--- src/sliding_window_average_filter_assert.svh ---
// assertion macros for the sliding window average filter
// expects clk and arst_n in the scope of the including module

`ifndef SLIDING_WINDOW_AVERAGE_FILTER_ASSERT_SVH
`define SLIDING_WINDOW_AVERAGE_FILTER_ASSERT_SVH

// same-cycle implication
`define SWAF_ASSERT_IMP(lbl, ante, cons, msg) \
	lbl: assert property (@(posedge clk) disable iff (!arst_n) (ante) |-> (cons)) \
		else $error(msg);

// next-cycle implication
`define SWAF_ASSERT_NXT(lbl, ante, cons, msg) \
	lbl: assert property (@(posedge clk) disable iff (!arst_n) (ante) |=> (cons)) \
		else $error(msg);

`endif

--- src/swaf_pkg.sv ---
// shared types and constants of the sliding window average filter
// no dependencies

package swaf_pkg;

	localparam int DEF_MAX_WINDOW  = 16;
	localparam int DEF_SAMPLE_BITS = 12;

	localparam int PADDR_W = 6;
	localparam int PDATA_W = 64;

	typedef enum logic [2:0] {
		REG_MODE,
		REG_LENGTH,
		REG_LIMIT,
		REG_WTS_OLD,
		REG_WTS_NEW
	} reg_idx_t;

	typedef enum logic [1:0] {
		MODE_PLAIN,
		MODE_TRIM,
		MODE_LIMIT,
		MODE_WEIGHT
	} mode_t;

	typedef enum logic [2:0] {
		ST_IDLE,
		ST_SCAN,
		ST_PREP,
		ST_DIVIDE,
		ST_FINISH
	} state_t;

	localparam logic [4:0]  RST_LENGTH  = 5'd8;
	localparam logic [11:0] RST_LIMIT   = 12'hfff;
	localparam logic [63:0] RST_WEIGHTS = 64'h0101_0101_0101_0101;

endpackage

--- src/swaf_div.sv ---
// bit-serial restoring divider, one quotient bit per cycle
// no package dependencies

module swaf_div #(
	parameter int NUM_W = 24,
	parameter int DEN_W = 12
) (
	input  logic             clk,
	input  logic             arst_n,
	input  logic             start,
	input  logic [NUM_W-1:0] dividend,
	input  logic [DEN_W-1:0] divisor,
	output logic             done,
	output logic [NUM_W-1:0] quotient
);

	localparam int CNT_W = $clog2(NUM_W + 1);

	logic             busy_q;
	logic             done_q;
	logic [CNT_W-1:0] cnt_q;
	logic [NUM_W-1:0] quo_q;
	logic [DEN_W-1:0] rem_q;
	logic [DEN_W-1:0] den_q;
	logic [DEN_W:0]   shifted;
	logic             fits;
	logic [DEN_W:0]   trial;

	assign shifted = {rem_q, quo_q[NUM_W-1]};
	assign fits    = shifted >= {1'b0, den_q};
	assign trial   = shifted - {1'b0, den_q};

	always_ff @(posedge clk or negedge arst_n) begin
		if (!arst_n) begin
			busy_q <= 1'b0;
			done_q <= 1'b0;
			cnt_q  <= '0;
		end else begin
			done_q <= 1'b0;
			if (start) begin
				busy_q <= 1'b1;
				cnt_q  <= CNT_W'(NUM_W);
			end else if (busy_q) begin
				cnt_q <= cnt_q - 1'b1;
				if (cnt_q == CNT_W'(1)) begin
					busy_q <= 1'b0;
					done_q <= 1'b1;
				end
			end
		end
	end

	always_ff @(posedge clk) begin
		if (start) begin
			quo_q <= dividend;
			rem_q <= '0;
			den_q <= divisor;
		end else if (busy_q) begin
			quo_q <= {quo_q[NUM_W-2:0], fits};
			rem_q <= fits ? trial[DEN_W-1:0] : shifted[DEN_W-1:0];
		end
	end

	assign done     = done_q;
	assign quotient = quo_q;

endmodule

--- src/sliding_window_average_filter.sv ---
// Sliding window average filter. Each sample request is pushed into a shift window and one
// result request gives the rounded plain, trimmed, step limited or weighted mean of the newest
// window_length entries. The time to a result is set by the window scan through the single
// multiply-accumulate unit, one entry a cycle, followed by the bit-serial divider, one quotient
// bit a cycle. A new sample is not taken before the result of the last one has been loaded
// into the output register. Weighted mode with a zero weight sum skips the divider.
// sample_stall stays high from acceptance until the result has been loaded into the output
// register. A result may wait there while the next sample is taken. Configuration is through
// an APB-style port with 64-bit registers at byte offsets 8*i.
// depends on swaf_pkg, swaf_div and sliding_window_average_filter_assert.svh

`include "sliding_window_average_filter_assert.svh"

module sliding_window_average_filter #(
	parameter int MAX_WINDOW  = swaf_pkg::DEF_MAX_WINDOW,
	parameter int SAMPLE_BITS = swaf_pkg::DEF_SAMPLE_BITS
) (
	input  logic                          clk,
	input  logic                          arst_n,
	input  logic                          psel,
	input  logic                          penable,
	input  logic                          pwrite,
	input  logic [swaf_pkg::PADDR_W-1:0]  paddr,
	input  logic [swaf_pkg::PDATA_W-1:0]  pwdata,
	output logic [swaf_pkg::PDATA_W-1:0]  prdata,
	output logic                          pready,
	input  logic                          sample_valid,
	output logic                          sample_stall,
	input  logic [SAMPLE_BITS-1:0]        sample,
	output logic                          result_valid,
	input  logic                          result_stall,
	output logic [SAMPLE_BITS-1:0]        filtered,
	output logic                          sample_held,
	output logic                          weight_fault
);

	import swaf_pkg::*;

	localparam int IDX_W = $clog2(MAX_WINDOW);
	localparam int LEN_W = $clog2(MAX_WINDOW + 1);
	localparam int CL_W  = (LEN_W > 5) ? LEN_W : 5;
	localparam int ACC_W = SAMPLE_BITS + 8 + $clog2(MAX_WINDOW);
	localparam int DEN_W = 8 + $clog2(MAX_WINDOW);
	localparam int CMP_W = (SAMPLE_BITS > 12) ? SAMPLE_BITS : 12;
	localparam int PRD_W = SAMPLE_BITS + 8;

	// configuration registers
	mode_t       mode_q;
	logic [4:0]  length_q;
	logic [11:0] limit_q;
	logic [63:0] wts_old_q;
	logic [63:0] wts_new_q;

	logic     cfg_wr;
	reg_idx_t cfg_idx;

	assign pready  = 1'b1;
	assign cfg_wr  = psel && penable && pwrite;
	assign cfg_idx = reg_idx_t'(paddr[5:3]);

	always_ff @(posedge clk or negedge arst_n) begin
		if (!arst_n) begin
			mode_q    <= MODE_PLAIN;
			length_q  <= RST_LENGTH;
			limit_q   <= RST_LIMIT;
			wts_old_q <= RST_WEIGHTS;
			wts_new_q <= RST_WEIGHTS;
		end else if (cfg_wr) begin
			case (cfg_idx)
				REG_MODE:    mode_q    <= mode_t'(pwdata[1:0]);
				REG_LENGTH:  length_q  <= pwdata[4:0];
				REG_LIMIT:   limit_q   <= pwdata[11:0];
				REG_WTS_OLD: wts_old_q <= pwdata;
				REG_WTS_NEW: wts_new_q <= pwdata;
				default: ;
			endcase
		end
	end

	always_comb begin
		case (cfg_idx)
			REG_MODE:    prdata = {62'd0, mode_q};
			REG_LENGTH:  prdata = {59'd0, length_q};
			REG_LIMIT:   prdata = {52'd0, limit_q};
			REG_WTS_OLD: prdata = wts_old_q;
			REG_WTS_NEW: prdata = wts_new_q;
			default:     prdata = '0;
		endcase
	end

	// effective window length
	logic [CL_W-1:0]  len_wide;
	logic [LEN_W-1:0] len_c;
	logic [LEN_W-1:0] first_c;

	always_comb begin
		len_wide = CL_W'(length_q);
		if (len_wide < CL_W'(3))
			len_wide = CL_W'(3);
		else if (len_wide > CL_W'(MAX_WINDOW))
			len_wide = CL_W'(MAX_WINDOW);
		len_c   = LEN_W'(len_wide);
		first_c = LEN_W'(MAX_WINDOW) - len_c;
	end

	// sequencer
	state_t state_q, state_d;

	logic [SAMPLE_BITS-1:0] win_q [MAX_WINDOW];
	logic [IDX_W-1:0]       idx_q;
	logic [ACC_W-1:0]       acc_q;
	logic [DEN_W-1:0]       wsum_q;
	logic [SAMPLE_BITS-1:0] hi_q;
	logic [SAMPLE_BITS-1:0] lo_q;
	logic                   held_q;
	logic                   fault_q;
	logic [SAMPLE_BITS-1:0] res_q;
	logic                   rv_q;
	logic [SAMPLE_BITS-1:0] out_filt_q;
	logic                   out_held_q;
	logic                   out_fault_q;

	logic accept;
	logic scan_last;
	logic zero_wsum;
	logic div_start;
	logic div_done;
	logic out_load;

	logic [ACC_W-1:0] div_quo;
	logic [ACC_W-1:0] dividend_c;
	logic [DEN_W-1:0] divisor_c;

	assign accept    = sample_valid && !sample_stall;
	assign scan_last = LEN_W'(idx_q) == len_c - 1'b1;
	assign zero_wsum = (mode_q == MODE_WEIGHT) && (wsum_q == '0);

	always_ff @(posedge clk or negedge arst_n) begin
		if (!arst_n)
			state_q <= ST_IDLE;
		else
			state_q <= state_d;
	end

	always_comb begin
		state_d      = state_q;
		sample_stall = 1'b1;
		div_start    = 1'b0;
		out_load     = 1'b0;
		case (state_q)
			ST_IDLE: begin
				sample_stall = 1'b0;
				if (sample_valid)
					state_d = ST_SCAN;
			end
			ST_SCAN: begin
				if (scan_last)
					state_d = ST_PREP;
			end
			ST_PREP: begin
				if (zero_wsum) begin
					state_d = ST_FINISH;
				end else begin
					div_start = 1'b1;
					state_d   = ST_DIVIDE;
				end
			end
			ST_DIVIDE: begin
				if (div_done)
					state_d = ST_FINISH;
			end
			ST_FINISH: begin
				if (!rv_q || !result_stall) begin
					out_load = 1'b1;
					state_d  = ST_IDLE;
				end
			end
			default: state_d = ST_IDLE;
		endcase
	end

	// step limit on the incoming sample
	logic [SAMPLE_BITS-1:0] last_s;
	logic [SAMPLE_BITS-1:0] diff_s;
	logic                   hold_c;
	logic [SAMPLE_BITS-1:0] push_s;

	assign last_s = win_q[MAX_WINDOW-1];
	assign diff_s = (sample > last_s) ? (sample - last_s) : (last_s - sample);
	assign hold_c = (mode_q == MODE_LIMIT) && (CMP_W'(diff_s) > CMP_W'(limit_q));
	assign push_s = hold_c ? last_s : sample;

	always_ff @(posedge clk or negedge arst_n) begin
		if (!arst_n) begin
			for (int i = 0; i < MAX_WINDOW; i++)
				win_q[i] <= '0;
		end else if (accept) begin
			for (int i = 0; i < MAX_WINDOW - 1; i++)
				win_q[i] <= win_q[i+1];
			win_q[MAX_WINDOW-1] <= push_s;
		end
	end

	// shared multiply-accumulate over the window
	logic [LEN_W-1:0]       pos_c;
	logic [SAMPLE_BITS-1:0] rd_c;
	logic [IDX_W+3:0]       idx_ext;
	logic [127:0]           wts_all;
	logic [7:0]             wt_c;
	logic [7:0]             mul_c;
	logic [PRD_W-1:0]       prod_c;

	assign pos_c   = first_c + LEN_W'(idx_q);
	assign rd_c    = win_q[pos_c[IDX_W-1:0]];
	assign idx_ext = (IDX_W + 4)'(idx_q);
	assign wts_all = {wts_new_q, wts_old_q};
	assign wt_c    = (idx_ext < (IDX_W + 4)'(16)) ? wts_all[{idx_ext[3:0], 3'b000} +: 8] : 8'd0;
	assign mul_c   = (mode_q == MODE_WEIGHT) ? wt_c : 8'd1;
	assign prod_c  = PRD_W'(rd_c) * PRD_W'(mul_c);

	// operands for the divider
	logic [LEN_W-1:0] trim_len;

	assign trim_len = len_c - LEN_W'(2);

	always_comb begin
		case (mode_q)
			MODE_WEIGHT: begin
				divisor_c  = wsum_q;
				dividend_c = acc_q + ACC_W'(wsum_q >> 1);
			end
			MODE_TRIM: begin
				divisor_c  = DEN_W'(trim_len);
				dividend_c = acc_q - ACC_W'(hi_q) - ACC_W'(lo_q) + ACC_W'(trim_len >> 1);
			end
			default: begin
				divisor_c  = DEN_W'(len_c);
				dividend_c = acc_q + ACC_W'(len_c >> 1);
			end
		endcase
	end

	always_ff @(posedge clk) begin
		if (accept) begin
			idx_q  <= '0;
			acc_q  <= '0;
			wsum_q <= '0;
			hi_q   <= '0;
			lo_q   <= '1;
			held_q <= hold_c;
		end else if (state_q == ST_SCAN) begin
			idx_q  <= idx_q + 1'b1;
			acc_q  <= acc_q + ACC_W'(prod_c);
			wsum_q <= wsum_q + DEN_W'(wt_c);
			if (rd_c > hi_q)
				hi_q <= rd_c;
			if (rd_c < lo_q)
				lo_q <= rd_c;
		end
		if (state_q == ST_PREP) begin
			fault_q <= zero_wsum;
			res_q   <= '0;
		end else if (div_done) begin
			res_q <= div_quo[SAMPLE_BITS-1:0];
		end
	end

	swaf_div #(
		.NUM_W (ACC_W),
		.DEN_W (DEN_W)
	) u_div (
		.clk      (clk),
		.arst_n   (arst_n),
		.start    (div_start),
		.dividend (dividend_c),
		.divisor  (divisor_c),
		.done     (div_done),
		.quotient (div_quo)
	);

	// output register
	always_ff @(posedge clk or negedge arst_n) begin
		if (!arst_n)
			rv_q <= 1'b0;
		else if (out_load)
			rv_q <= 1'b1;
		else if (!result_stall)
			rv_q <= 1'b0;
	end

	always_ff @(posedge clk) begin
		if (out_load) begin
			out_filt_q  <= res_q;
			out_held_q  <= held_q;
			out_fault_q <= fault_q;
		end
	end

	assign result_valid = rv_q;
	assign filtered     = out_filt_q;
	assign sample_held  = out_held_q;
	assign weight_fault = out_fault_q;

	`SWAF_ASSERT_NXT(a_accept_scan, accept, state_q == ST_SCAN, "accepted sample did not start scan")
	`SWAF_ASSERT_IMP(a_scan_range, state_q == ST_SCAN, LEN_W'(idx_q) < len_c, "scan index past window")
	`SWAF_ASSERT_IMP(a_div_state, div_done, state_q == ST_DIVIDE, "divider finished outside divide")
	`SWAF_ASSERT_IMP(a_fault_zero, rv_q && out_fault_q, out_filt_q == '0, "fault with nonzero result")
	`SWAF_ASSERT_IMP(a_flag_excl, rv_q, !(out_held_q && out_fault_q), "both mode flags set")

endmodule
--- config.mk ---
export PLATFORM = sky130hd
export DESIGN_NAME = sliding_window_average_filter
export DESIGN_NICKNAME = d
export VERILOG_FILES = /design/src/swaf_pkg.sv /design/src/swaf_div.sv /design/src/sliding_window_average_filter.sv
export VERILOG_INCLUDE_DIRS = /design/src /design/src/src
export SDC_FILE = /design/constraint.sdc
export NUM_CORES = 1
export LEC_CHECK = 0
export ABC_AREA = 1
export BUFFER_PORTS_ARGS = -buffer_cell sky130_fd_sc_hd__buf_4
export CORE_MARGIN = 10
export CORE_UTILIZATION = 45
export DETAILED_ROUTE_END_ITERATION = 6
export GPL_TIMING_DRIVEN = 0
export PLACE_DENSITY_LB_ADDON = 0.05
export SLEW_MARGIN = 25
export SYNTH_ARGS = -nofsm -noshare
export SYNTH_HDL_FRONTEND = slang
export SYNTH_SLANG_ARGS = --single-unit
--- constraint.sdc ---
create_clock -name clk -period 18 [get_ports clk]
set_input_delay 1.8 -clock clk [delete_from_list [all_inputs] [get_ports clk]]
set_output_delay 1.8 -clock clk [all_outputs]
set_load 0.005 [all_outputs]
==> impl_metrics.py, run 1 <==
metrics = {
    "logic_synthesis": {
        "synth_most_common_cell": "nand2_1",
        "ys_types": 58,
        "synth_cells": 4080,
        "synth_area_sq_um": 31500,
        "synth_commonest_cells": "nand2_1 (855), inv_1 (634), o21ai_0 (612), dfrtp_1 (321), a21oi_1 (316)",
        "synth-main-ff-cell": "dfrtp_1",
        "avgSynthCellArea_sq_um": 7.72,
        "synth_top_area_frac": 0.255,
        "ys_top_cells_by_area": "dfrtp_1 (26%), nand2_1 (10%), o21ai_0 (9.7%)",
        "synth_top_cell_by_area": "dfrtp_1",
        "async_flop_share": 0.714,
        "synth-seq-area-share": 0.385,
        "synth_edf_count": 52,
        "yosysWarnings": 0,
        "ys_ff_latch": 490,
    },
    "routing": {
        "viasPerCell": 5.37,
        "firstDrtPassIters": 6,
        "drt_iter0_drc": 2315,
        "ant_nets": 0,
        "vias": 28400,
        "wl_microns": 107000,
        "drc": 0,
        "wire_per_inst_microns": 20.2,
    },
    "min_path": {
        "min_from": "fault_q",
        "min_path_type": "reg -> reg",
        "hold_depth": 0,
        "hold_end": "weight_fault",
    },
    "timing": {
        "setup_viol": 0,
        "rsz0062_at_grt": "no",
        "drv_slew": 0,
        "worstMarginPinSlew_ns": 1.04,
        "post-route-period-util": 0.488,
        "max-slew-margin-rel": 0.301,
        "min_period_ns": 8.79,
        "tns_ns": 0,
        "max_freq_mhz": 114,
        "fin_skew_ns": 0.0753,
        "setup_slack_ns": 9.21,
        "hold_viol": 0,
    },
    "floorplanning": {
        "dieArea_sq_um": 81000,
        "start_util": 0.457,
        "ios": 170,
        "die_w_microns": 285,
        "row_count": 96,
        "core_area_sq_um": 68900,
        "die_y_microns": 285,
    },
    "cells_and_area": {
        "layout.nets": 4684,
        "final_util": 0.523,
        "fin_area_sq_um": 36000,
        "area_delta_synth_final_pct": 14.4,
        "fill_cells": 6983,
        "regArea_sq_um": 12100,
        "multiInputGateArea_sq_um": 16100,
        "layout-drive-gt1-share": 0.0900,
    },
    "placement": {
        "place_area_sq_um": 34000,
        "preCtsSetupSlack_ns": 9.33,
        "portBuffers": 165,
        "gp_congestion": 0.965,
        "dp.final_hpwl_microns": 82900,
    },
    "clocking": {
        "hold_buffers": 0,
        "numClockSinks": 490,
        "cts_tree": "built",
        "postCtsSetupRepairBufs": 0,
        "clk_pin_slew_worst_paths_ns": 0.06,
        "cts_root_buffer": "clkbuf_16",
        "ctsResizeCount": 0,
        "htreeDepth": 2,
        "cts-buffers-inserted": 58,
        "clkLatencyLatePin_ns": 0.66,
        "clockBufferDepth": 3,
    },
    "global_route": {
        "first_global_vias": 28000,
        "grt_max_degree": 81,
        "grt_overflow": 0,
        "grt_pass1_wl_microns": 166000,
        "antenna_found_initial": 2,
        "grt_usage": 0.258,
    },
    "pwr": {
        "p_per_area_nw_per_um2": 109,
        "max-vdd-ir-drop_mv": 0.0748,
        "cellLeakagePower_uw": 0.0179,
        "fin_total_pwr_uw": 3940,
    },
    "setup_path": {
        "crit_top_cell": "inv_1",
        "critPathLaunch": "idx_q[0]",
        "crit_family": "adder cells",
        "rr_worst_depth": 37,
        "endpoint_kind": "register",
        "worst-setup-path-type": "reg -> reg",
        "r2r_start": "idx_q[0]",
        "critPathBufInv": 12,
        "cp_slowest_cell": "clkbuf_1",
        "ff2ff_setup_slack_ns": 9.21,
        "slowest_delay_ns": 0.69,
        "critical_path_required_ns": 18.54,
        "r2r_end": "acc_q[20]",
        "critPathLaunchType": "register",
        "path_depth": 37,
        "cp.arrival_ns": 9.32,
        "crit_fanout": 10,
    },
    "flow_run": {
        "cap_violations": 0,
    },
    "run_status": {
        "status": "finished, final reports clean",
    },
}
-- layout make-up --
| cell class | count | area share |
|---|---|---|
| repair buffers | 170 | 0.0382 |
| plain buffers | 191 | 0.0220 |
| flip-flops and latches | 490 | 0.336 |
| diodes | 1 | 0.0000695 |
| inverters | 650 | 0.0677 |
| multi-input cells | 2750 | 0.448 |
| clock buffers | 88 | 0.0485 |
| well taps | 931 | 0.0323 |
| clock inverters | 18 | 0.00667 |
-- layer usage --
metal / vias up / GRT usage / share of wire / wire length [microns]
met2: 829 / 0.424 / 0.47 / 50100
li1: 13700 / - / - / -
met5: - / 0 / 0 / 0
met1: 13700 / 0.348 / 0.44 / 47500
met4: 0 / 0.0755 / 0.029 / 3080
met3: 161 / 0.0371 / 0.058 / 6230
-- how the worst max path moves through the flow --
stage                            to  slack [ns]
after global routing      acc_q[20]        8.63
after floorplan           acc_q[20]       11.62
after global placement    acc_q[20]        9.26
after detailed placement  acc_q[20]        9.33
final                     acc_q[20]        9.21
after CTS                 acc_q[20]        9.28
-- worst register-to-register path, delay by kind of cell, from the launching register on --
kind                       cells  cell delay (ns)
DFF                            1             0.39
buffers and inverters         12             2.67
adders and majority gates      7             2.96
AOI/OAI and AO/OA              7             1.02
and+or+nand+nor               11             1.66
-- power breakdown --
group	total (uW)	internal [uW]	switching, uW	leakage (uW)
combinational	1450	464	989	0.0116
clock	1220	715	506	0.000965
sequential	1270	1200	62.5	0.00540
-- flip-flops by register name, indices dropped and copies added (netlist names), 24 cells and up --
name / flops
wts_old_q: 64
u_div.quotient: 24
acc_q: 24
win_q: 180
wts_new_q: 64
-- cells in the final DEF, fill, tap and decap left out, drive strengths merged, types with 3 or more instances in the layout --
cell type,count
clkinv,18
bufinv,3
o21bai,12
nor4,5
dfstp,29
a211oi,5
nor2,222
o22ai,37
fa,99
o221ai,8
nand4,18
a22o,26
a21o,10
dfrtp,321
edfxtp,52
xnor2,23
dfxtp,88
xor2,36
o211ai,32
clkbuf,224
or2,5
buf,225
a31oi,18
nor3,20
a21boi,9
a221oi,3
o21ai,630
clkinvlp,3
nand3,124
a21oi,316
inv,644
ha,185
o2111ai,5
nand2,884
-- metrics by stage --
stage | hold WS, ns | cells
floorplan | 0.400 | 4081
global placement | 0.414 | 5177
detailed placement | 0.410 | 5182
CTS | 0.434 | 5288
global route | 0.438 | 5289
finish | 0.429 | 5289
-- kinds of logic (layout without fill, tap and decap cells) --
| family | count (synthesis) | after routing | share of synthesized area |
|---|---|---|---|
| compound gates | 1125 | 1125 | 0.194 |
| xor+xnor | 59 | 59 | 0.0164 |
| fa+ha+maj | 284 | 284 | 0.136 |
| buf+inv | 841 | 1117 | 0.103 |
| flops | 490 | 490 | 0.385 |
| mux | 1 | 1 | 0.000318 |
| other cells | 1 | 3 | 0.000119 |
| simple gates | 1279 | 1279 | 0.166 |
(Power assumes the default switching activity.)
==> run 2, diff against run 1 <==
==> constraint.sdc (replaced) <==
create_clock -name clk -period 8.95 [get_ports clk]
set_input_delay 0.895 -clock clk [delete_from_list [all_inputs] [get_ports clk]]
set_output_delay 0.895 -clock clk [all_outputs]
set_load 0.005 [all_outputs]
==> run 2 against run 1 <==
Net effect:
- fmax rose by 7.2%
- sequential power rose by 100%
- flip-flop and latch count did not move
- first-iteration DRC count rose by 5.7%
- count of clock-buffer cells in the layout did not move
- global-route usage did not move
==> impl_metrics.py, run 2 (synthesized netlist as in run 1, its figures left out) <==
metrics = {
    "clocking": {
        "clkLatencyLatePin_ns": 0.66,
        "clk_pin_slew_worst_paths_ns": 0.06,
        "numClockSinks": 490,
        "htreeDepth": 2,
        "cts-buffers-inserted": 58,
        "cts_tree": "built",
        "cts_root_buffer": "clkbuf_16",
        "clockBufferDepth": 3,
    },
    "timing": {
        "min_period_ns": 8.19,
        "drv_slew": 0,
        "post-route-period-util": 0.915,
        "setup_viol": 0,
        "max-slew-margin-rel": 0.317,
        "rsz0062_at_grt": "no",
        "max_freq_mhz": 122,
        "tns_ns": 0,
        "fin_skew_ns": 0.0771,
        "hold_viol": 0,
        "worstMarginPinSlew_ns": 1.02,
        "timing.hold.ws_ns": 0.175,
    },
    "global_route": {
        "grt_usage": 0.258,
        "grt_overflow": 0,
        "first_global_vias": 28000,
        "grt_max_degree": 81,
        "antenna_found_initial": 2,
        "grt_pass1_wl_microns": 166000,
    },
    "floorplanning": {
        "ios": 170,
        "dieArea_sq_um": 81000,
        "core_area_sq_um": 68900,
        "start_util": 0.457,
        "die_y_microns": 285,
        "die_w_microns": 285,
        "row_count": 96,
    },
    "routing": {
        "vias": 28400,
        "wl_microns": 107000,
        "drc": 0,
        "drt_iter0_drc": 2446,
        "ant_nets": 0,
        "wire_per_inst_microns": 20.2,
        "firstDrtPassIters": 6,
        "viasPerCell": 5.37,
    },
    "cells_and_area": {
        "final_cell_mix": "nand2_1 (855), inv_1 (634), o21ai_0 (612)",
        "final_common_cell": "nand2_1",
        "layout-drive-gt1-share": 0.0909,
        "largest_reg_flops": 180,
        "top_register": "win_q",
        "layout.nets": 4683,
        "largestRegisters": "win_q: 180 flops, wts_new_q: 64 flops, wts_old_q: 64 flops",
        "area_delta_synth_final_pct": 14.4,
    },
    "setup_path": {
        "crit_fanout": 10,
        "cp.arrival_ns": 8.73,
        "worst-setup-path-type": "reg -> reg",
        "crit_family": "adder cells",
        "rr_worst_depth": 35,
        "slowest_delay_ns": 0.62,
        "critPathLaunchType": "register",
        "path_depth": 35,
        "cp_slowest_cell": "clkbuf_1",
        "critical_path_required_ns": 9.49,
        "critPathBufInv": 9,
        "endpoint_kind": "register",
    },
    "run_status": {
        "status": "finished, final reports clean",
    },
    "min_path": {
        "min_path_type": "in -> async",
    },
    "placement": {
        "portBuffers": 165,
        "gp_congestion": 0.965,
        "dp.final_hpwl_microns": 82900,
    },
    "flow_run": {
        "cap_violations": 0,
    },
    "pwr": {
        "cellLeakagePower_uw": 0.0179,
        "max-vdd-ir-drop_mv": 0.150,
        "p_per_area_nw_per_um2": 220,
    },
}
==> run 2: cell types whose count changed in the layout (fill, tap and decap cells not counted) <==
| cell | delta |
|---|---|
| buf_1 | -3 |
| clkbuf_1 | -2 |
| clkbuf_2 | +4 |
==> run 2: worst paths after layout <==
check | endpoint | slack, ns | start
max | acc_q[20] | 0.76 | length_q[3]
min | u_div.cnt_q[3] | 0.17 | arst_n
max reg2reg | acc_q[20] | 0.76 | length_q[3]
min reg2reg | weight_fault | 0.43 | fault_q
max in group asynchronous | win_q[92] | 7.15 | arst_n
min in group clk | weight_fault | 0.43 | fault_q
==> run 2: area by class of cell <==
cell class              instances  area [sq um]
diodes                          1          2.50
plain buffers                 190           793
clock buffers                  88          1750
clock inverters                18           240
fillers                      6985         32900
inverters                     650          2440
multi-input cells            2750         16100
flip-flops and latches        490         12100
well taps                     931          1160
repair buffers                170          1380
==> run 2: metrics by stage <==
| step | area (sq um) | util | instances | power, uW | setup WS, ns |
|---|---|---|---|---|---|
| floorplan | 31500 | - | 4081 | 4460 | 2.57 |
| global placement | 33900 | 0.492 | 5177 | 5440 | 0.208 |
| detailed placement | 34000 | 0.494 | 5182 | 5470 | 0.282 |
| CTS | 36000 | 0.523 | 5288 | 7940 | 0.227 |
| global route | 36000 | 0.523 | 5288 | 8460 | 0.103 |
| finish | 36000 | 0.523 | 5288 | 7920 | 0.758 |
==> run 2: what timing repair did <==
| item | 4_1_cts | 5_1_grt |
|---|---|---|
| gates resized for setup | 0 | 6 |
| setup endpoints to repair | 0 | 5 |
| endpoints found under the hold margin | 0 | 0 |
| setup buffers | 0 | 0 |
| hold buffers | 0 | 0 |
==> run 2: worst reg2reg max path, delay by kind of cell (launching register included) <==
kind	cells	cell delay [ns]
adders and majority gates	6	2.66
AOI/OAI and AO/OA	8	1.33
DFF	1	0.60
buffers and inverters	9	1.79
and+or+nand+nor	12	1.75
==> run 2: layer usage <==
layer,GRT usage,vias up,share of wire
li1,-,13700,-
met1,0.348,13700,0.45
met2,0.424,855,0.47
met3,0.0371,157,0.057
met4,0.0755,0,0.028
met5,0,-,0
==> run 2: power by group <==
group / internal, uW / switching [uW]
clock: 1440 / 1010
combinational: 935 / 1990
sequential: 2420 / 126
total: 4800 / 3130
